$ cat src/hdl/grc_pkg.sv
// ----------------------------------------------------------------------------
// Grid ray caster package
// Shared types, register indexes, constants and the quarter-wave sine table.
// ----------------------------------------------------------------------------
`timescale 1ns / 1ps
`default_nettype none

package grc_pkg;

  // Register indexes of the configuration port.
  localparam logic [1:0] CFG_TILE_SIZE  = 2'd0;
  localparam logic [1:0] CFG_FOV_ANGLE  = 2'd1;
  localparam logic [1:0] CFG_PROJ_GAIN  = 2'd2;

  // Register reset values.
  localparam logic [3:0]  TILE_SIZE_RST = 4'd5;
  localparam logic [8:0]  FOV_ANGLE_RST = 9'd128;
  localparam logic [15:0] PROJ_GAIN_RST = 16'd3090;

  // Width of the shared divider.
  localparam int DIV_W = 40;

  // Shade is SHADE_NUM / (SHADE_BIAS + d*d).
  localparam logic [DIV_W-1:0] SHADE_NUM  = 40'd4177920000;
  localparam logic [DIV_W-1:0] SHADE_BIAS = 40'd16384000;
  localparam logic [15:0]      SAT16      = 16'hFFFF;

  // Kind of an accepted beat after classification.
  typedef enum logic {
    ITEM_TILE,
    ITEM_CAST
  } item_kind_t;

  typedef struct packed {
    item_kind_t  kind;
    logic [5:0]  tile_x;
    logic [5:0]  tile_y;
    logic        tile_wall;
    logic [15:0] player_x;
    logic [15:0] player_y;
    logic [9:0]  player_angle;
  } item_t;

  // Back end sequencer states.
  typedef enum logic [3:0] {
    S_CLEAR,
    S_IDLE,
    S_DIV,
    S_RAY,
    S_TRIG,
    S_MARCH,
    S_DEPTH,
    S_SQUARE,
    S_HEIGHT,
    S_EMIT
  } back_state_t;

  // Which quotient the shared divider is producing.
  typedef enum logic [1:0] {
    DIV_X,
    DIV_Y,
    DIV_H,
    DIV_S
  } div_op_t;

  typedef logic [14:0] sin_tab_t [257];

  // Quarter-wave sine in Q1.14, built by an integer rotation recurrence.
  function automatic sin_tab_t build_sine();
    sin_tab_t tab;
    longint   prev;
    longint   cur;
    longint   nxt;
    longint   t;
    longint   c;
    int       n;
    tab[0] = 15'd0;
    prev = 0;
    cur  = 6588356;
    c    = 1073721611;
    for (n = 1; n <= 256; n++) begin
      t = (cur + 32768) >>> 16;
      tab[n] = (t > 16384) ? 15'd16384 : 15'(t);
      nxt = ((2 * c * cur + (64'sd1 <<< 29)) >>> 30) - prev;
      prev = cur;
      cur  = nxt;
    end
    return tab;
  endfunction

  localparam sin_tab_t SIN_TAB = build_sine();

  // Sine of a 1024-unit angle, Q1.14 signed.
  function automatic logic signed [15:0] sin_lookup(input logic [9:0] idx);
    logic [7:0]  r;
    logic [8:0]  m;
    logic [14:0] v;
    r = idx[7:0];
    m = idx[8] ? (9'd256 - {1'b0, r}) : {1'b0, r};
    v = SIN_TAB[m];
    return idx[9] ? -$signed({1'b0, v}) : $signed({1'b0, v});
  endfunction

endpackage

`default_nettype wire

$ cat src/hdl/grc_front.sv
// ----------------------------------------------------------------------------
// Grid ray caster front end
// Accepts input beats, classifies them and holds them in a two-entry queue.
// ----------------------------------------------------------------------------
`timescale 1ns / 1ps
`default_nettype none

module grc_front #(
  parameter int MAP_SIZE = 64
) (
  input  wire logic          clk,
  input  wire logic          rst,
  input  wire logic          in_valid,
  output logic               in_ready,
  input  wire logic          action,
  input  wire logic [5:0]    tile_x,
  input  wire logic [5:0]    tile_y,
  input  wire logic          tile_wall,
  input  wire logic [15:0]   player_x,
  input  wire logic [15:0]   player_y,
  input  wire logic [9:0]    player_angle,
  input  wire logic          clear_done,
  output logic               q_valid,
  output grc_pkg::item_t     q_item,
  input  wire logic          q_pop
);

  grc_pkg::item_t qmem [2];
  logic           wr_ptr;
  logic           rd_ptr;
  logic [1:0]     count;
  logic           accept;
  logic           keep;
  grc_pkg::item_t item_in;

  // Classify the beat; a tile write outside the map is dropped.
  always_comb begin
    item_in.kind         = action ? grc_pkg::ITEM_CAST : grc_pkg::ITEM_TILE;
    item_in.tile_x       = tile_x;
    item_in.tile_y       = tile_y;
    item_in.tile_wall    = tile_wall;
    item_in.player_x     = player_x;
    item_in.player_y     = player_y;
    item_in.player_angle = player_angle;
    in_ready = clear_done && (count != 2'd2);
    accept   = in_valid && in_ready;
    keep     = action || (({3'b000, tile_x} < 9'(MAP_SIZE)) &&
                          ({3'b000, tile_y} < 9'(MAP_SIZE)));
    q_valid  = (count != 2'd0);
    q_item   = qmem[rd_ptr];
  end

  // Queue storage.
  always_ff @(posedge clk) begin
    if (accept && keep) begin
      qmem[wr_ptr] <= item_in;
    end
  end

  // Queue pointers.
  always_ff @(posedge clk) begin
    if (rst) begin
      wr_ptr <= 1'b0;
      rd_ptr <= 1'b0;
      count  <= 2'd0;
    end else begin
      if (accept && keep) begin
        wr_ptr <= ~wr_ptr;
      end
      if (q_pop) begin
        rd_ptr <= ~rd_ptr;
      end
      count <= count + 2'((accept && keep) ? 1 : 0) - 2'(q_pop ? 1 : 0);
    end
  end

endmodule

`default_nettype wire

$ cat config.mk
export PLATFORM = sky130hd
export DESIGN_NAME = grc_front
export DESIGN_NICKNAME = d
export VERILOG_FILES = /design/src/hdl/grc_pkg.sv /design/src/hdl/grc_front.sv
export SDC_FILE = /design/constraint.sdc
export NUM_CORES = 1
export LEC_CHECK = 0
export BUFFER_PORTS_ARGS = -buffer_cell sky130_fd_sc_hd__buf_2
export CORE_MARGIN = 2
export CORE_UTILIZATION = 40
export CTS_CLUSTER_DIAMETER = 60
export CTS_CLUSTER_SIZE = 40
export DETAILED_ROUTE_END_ITERATION = 16
export GPL_TIMING_DRIVEN = 1
export PLACE_DENSITY = 0.66
export SKIP_CTS_REPAIR_TIMING = 1
export SLEW_MARGIN = 10
export SYNTH_ARGS = -nofsm -noshare
export SYNTH_HDL_FRONTEND = slang
export SYNTH_SLANG_ARGS = --single-unit
$ cat constraint.sdc
create_clock -name clk -period 3.6 [get_ports clk]
set_input_delay 0.9 -clock clk [delete_from_list [all_inputs] [get_ports clk]]
set_output_delay 0.9 -clock clk [all_outputs]
set_load 0.01 [all_outputs]
==> run metrics, run 1 <==
DRT Pass-1 Iters 5; library cells used by synthesis 17; overall routing resource usage 0.130; height of the chip 109 um; total of fill cells in the finished design 910; hold violation total from the final report 0; worst slew pin tran 0.745 ns; boundary pin count 119; port bufs 118; First DRT Iteration DRCs 92; path type of the worst setup path flop to primary output; post-detailed-route count of antenna-violating nets 0; number of synthesis warnings 0; outcome completed; clk buf depth 2; max-capacitance violation count 0; Vias 2190; ratio of cells with drive above 1 in the final layout 0.616; clock buffers created by TritonCTS 17; setup repair after global routing missed its margin no; synthesized netlist cell count 198; class of the most critical hold timing path flop to flop; clock network fraction of total power 0.449; Root Driver clkbuf_8; area of the mapped netlist 4430 um2; relative contribution of sequential cells to total power 0.449; Syn-to-layout area delta 31.0%; final setup margin 0.690 ns; Worst EP required 2.70 ns; area share of the leading cell type in the synthesized netlist 0.759; total length of routed wires 7410 um; total grt overflow 0; data arrival at the endpoint of the critical path 2.01 ns; worst IR drop on VDD 0.000325 V; part of the Yosys area used for sequential elements 0.781; antenna violations before repair 0; via count of the first global-routing pass 2368; cell row count 38; pin count of the biggest net entering global routing 33; count of H-tree levels built during CTS 4; Critical Path Start Type flop; routed vias/inst 4.51; leakage component of the power 2.27 nW; commonest cells in the synthesized netlist 112 x edfxtp_1, 40 x mux2_4, 17 x mux2_2; Setup Slack @ Placement 1.13 ns; filler-free cell count of the finished design 486; combinational share of power 0.102; Switching Share 0.209; core region area 10800 um2; P_int 2.85 mW; period utilisation layout 0.808; final setup TNS 0 ns; main flop type after synthesis edfxtp_1; Initial Utilization 0.409; Total Nets Final 396; top post-synthesis cells by area edfxtp_1 76%, mux2_4 14%, mux2_2 4.3%; sort of element at the end of the critical path primary output; largest fanout on the critical path 32; power density relative to cell area 621 nW/um2; EDFF count, synth 112; mean post-synth cell area 22.4 um2; time the worst path needs with I/O delays and setup 2.91 ns; Slew Limit Fails 0; clock tree from TritonCTS yes; Yosys top cell by area edfxtp_1; achievable clock frequency 0.344 GHz; total number of clock tree sinks 117; tightest slew margin relative to the limit 0.502; worst-skew pair later-pin latency 0.50 ns; synthesized flop and latch total 117; worst-case clock skew 0.00667 ns; # diodes 0; Detail Placement HPWL 4750 um; horizontal die dimension 109 um; Finish-stage setup viols 0; Final GP Congestion 0.649; count of unresolved DRC violations after routing 0; Routed wire per std cell 15.2 um; ys async rst share 0; clock transition time at the flip-flop clock pins of the worst setup and hold paths 0.05 ns; overall die area 11900 um2; most repeated cell in the gate-level netlist after synthesis edfxtp_1; # placed instances 454; Post-Syn Nets 261; wire length of the first global-routing pass 11200 um; power dissipated by switching net loads 0.753 mW; total power 3.60 mW
metal layers:
| layer | track usage | share of wire | wire (um) |
|---|---|---|---|
| met1 | 0.146 | 0.42 | 3110 |
| met2 | 0.220 | 0.49 | 3640 |
| met5 | 0 | 0 | 0 |
| met4 | 0.0651 | 0.016 | 116 |
| met3 | 0.0466 | 0.073 | 538 |
cell families after synthesis:
family	after synthesis	share of synthesized area
XOR/XNOR	3	0.00593
AND/OR/NAND/NOR	12	0.0138
multiplexers	57	0.179
buffers and inverters	7	0.0147
flip-flops	117	0.781
adder cells (fa/ha/maj)	2	0.00564
through the flow:
step	hold WS (ns)	utilization	cell area (um2)
detailed placement	0.498	0.481	5220
finish	0.512	0.536	5810
global placement	0.493	0.481	5220
CTS	0.513	0.536	5810
global route	0.556	0.536	5810
floorplan	0.480	-	4440
power by group through the flow:
stage,Sequential [mW],Combinational (mW),Clock [mW]
floorplan,1.63,0.244,0
global placement,1.64,0.370,0
detailed placement,1.65,0.376,0
CTS,1.62,0.377,1.66
global route,1.63,0.404,1.73
finish,1.62,0.368,1.62
critical path, stage by stage, from the launching register on:
cell,delay (ns)
dfxtp_4,0.65
buf_12,0.31
mux2_2,0.38
buf_2,0.14
final timing paths:
check,endpoint,slack [ns],cells past startpoint,from
worst max-delay path,q_item[6],0.69,3,flop
worst min-delay path,flop,0.51,2,rd_ptr
worst max register to register,qmem[0][36],1.72,4,count[0]
worst min register to register,flop,0.51,2,rd_ptr
registers in the layout (all words and copies together), names as in the netlist, named ones only:
register,cells
qmem,112
rd_ptr,1
wr_ptr,1
count,2
cells in the final DEF, fill, tap and decap left out, types with 3 or more instances in the layout:
cell type	instances
buf_12	3
buf_2	118
clkbuf_16	16
clkbuf_8	6
clkinv_2	3
clkinvlp_4	3
dfxtp_1	4
edfxtp_1	112
mux2_2	17
mux2_4	40
nor2_1	4
final cells by class:
| class | count | area, um2 | area share |
|---|---|---|---|
| Multi-Input combinational cell | 74 | 913 | 0.157 |
| Clock inverter | 8 | 97.6 | 0.0168 |
| Clock buffer | 24 | 490 | 0.0845 |
| Sequential cell | 117 | 3470 | 0.597 |
| Inverter | 1 | 3.75 | 0.000647 |
| Timing Repair Buffer | 122 | 658 | 0.113 |
| Tap cell | 140 | 175 | 0.0302 |
(Power assumes the default switching activity.)
==> inputs of run 2 (changes only) <==
PLACE_DENSITY = unset   (was 0.66)
clock period = 3 ns   (was 3.6 ns; I/O delays follow)
==> run metrics, run 2 (synthesis results as in run 1) <==
outcome completed; Total Nets Final 395; DRT Pass-1 Iters 4; worst hold-check slack 0.438 ns; count of H-tree levels built during CTS 4; antenna violations before repair 0; largest fanout on the critical path 33; count of unresolved DRC violations after routing 0; clock tree from TritonCTS yes; list of cells traversed by the critical path buf_12, mux2_2, buf_2; total grt overflow 0; clock transition time at the flip-flop clock pins of the worst setup and hold paths 0.06 ns; data arrival at the endpoint of the critical path 1.95 ns; wire length of the first global-routing pass 11000 um; horizontal die dimension 109 um; path type of the worst setup path flop to primary output; power density relative to cell area 775 nW/um2; Critical Path Start Type flop; setup repair after global routing missed its margin no; core region area 10800 um2; tightest slew margin relative to the limit 0.719; port bufs 118; clock buffers created by TritonCTS 17; Finish-stage setup viols 0; total number of clock tree sinks 117; overall die area 11900 um2; Slew Limit Fails 0; commonest non-fill, non-tap cells in the layout 118 x buf_2, 112 x edfxtp_1, 40 x mux2_4; worst slew pin tran 0.421 ns; worst-case clock skew 0.00641 ns; Most flops, register qmem; routed vias/inst 4.55; post-detailed-route count of antenna-violating nets 0; commonest non-fill, non-tap cell in the layout buf_2; Final GP Congestion 0.676; overall routing resource usage 0.129; pin count of the biggest net entering global routing 57; ratio of cells with drive above 1 in the final layout 0.605; cell row count 38; period utilisation layout 0.899; max-capacitance violation count 0; Syn-to-layout area delta 31.8%; First DRT Iteration DRCs 81; largest registers ranked by flip-flop count qmem (112), count (2); leakage component of the power 2.28 nW; Worst EP required 2.25 ns; Initial Utilization 0.409; CP max-delay cell dfxtp_4; class of the most critical hold timing path primary input to flop; Root Driver clkbuf_8; finished layout cell area 5840 um2; hold violation total from the final report 0; worst IR drop on VDD 0.000351 V; Largest register FFs 112; total length of routed wires 7500 um; sort of element at the end of the critical path primary output; # diodes 0; boundary pin count 119; clk buf depth 2; via count of the first global-routing pass 2267; worst-skew pair later-pin latency 0.50 ns; Vias 2204; Detail Placement HPWL 4630 um; total of fill cells in the finished design 885; Routed wire per std cell 15.5 um; Largest stage delay, worst path 0.61 ns; time the worst path needs with I/O delays and setup 2.70 ns; cell area after placement 5210 um2; Final Core Density 0.539; height of the chip 109 um; achievable clock frequency 0.371 GHz; final setup TNS 0 ns
run 2: changes by cell type in the layout (fill, tap and decap cells not counted):
cell        change
buf_4           -1
clkinvlp_4      -1
clkbuf_1        +2
clkinv_1        +1
clkbuf_8        -5
clkinv_2        -2
bufinv_16       +4
run 2: final timing paths:
kind	start	end	slack (ns)	cells past startpoint
worst max-delay path	flop	q_item[55]	0.30	3
worst min-delay path	player_angle[9]	qmem[1][9]	0.44	1
worst max register to register	count[0]	count[1]	1.38	8
worst min register to register	rd_ptr	rd_ptr	0.53	2
run 2: power breakdown:
group	leakage [nW]	switching, mW	internal (mW)
registers	1.07	0.0408	1.90
logic	0.918	0.206	0.235
clock network	0.300	0.643	1.51
total	2.28	0.890	3.64
run 2: cell type report:
type,instances,area (um2),share of cell area
clock buffers,21,429,0.0734
clock inverters,10,204,0.0349
inverters,1,3.75,0.000642
multi-input cells,74,913,0.156
flip-flops and latches,117,3470,0.593
well taps,140,175,0.0300
repair buffers,121,651,0.111
run 2: worst max-delay path: cells and delay by family, from the launching register on:
kind / cells / cell delay (ns)
flops: 1 / 0.61
buf+inv: 2 / 0.45
mux: 1 / 0.37
run 2: metrics by stage:
stage               power (mW)  worst slack (ns)  instances
global route              4.71             0.197        484
global placement          2.41             0.785        453
detailed placement        2.42             0.790        453
finish                    4.53             0.304        484
floorplan                 2.25             0.233        198
CTS                       4.59             0.246        484
run 2: routing by layer:
| metal | share of wire | wire length [um] | up-vias | GRT usage |
|---|---|---|---|---|
| li1 | - | - | 1049 | - |
| met1 | 0.42 | 3170 | 1059 | 0.155 |
| met2 | 0.49 | 3670 | 88 | 0.203 |
| met3 | 0.078 | 582 | 8 | 0.0568 |
| met4 | 0.011 | 80 | 0 | 0.0542 |
| met5 | 0 | 0 | - | 0 |
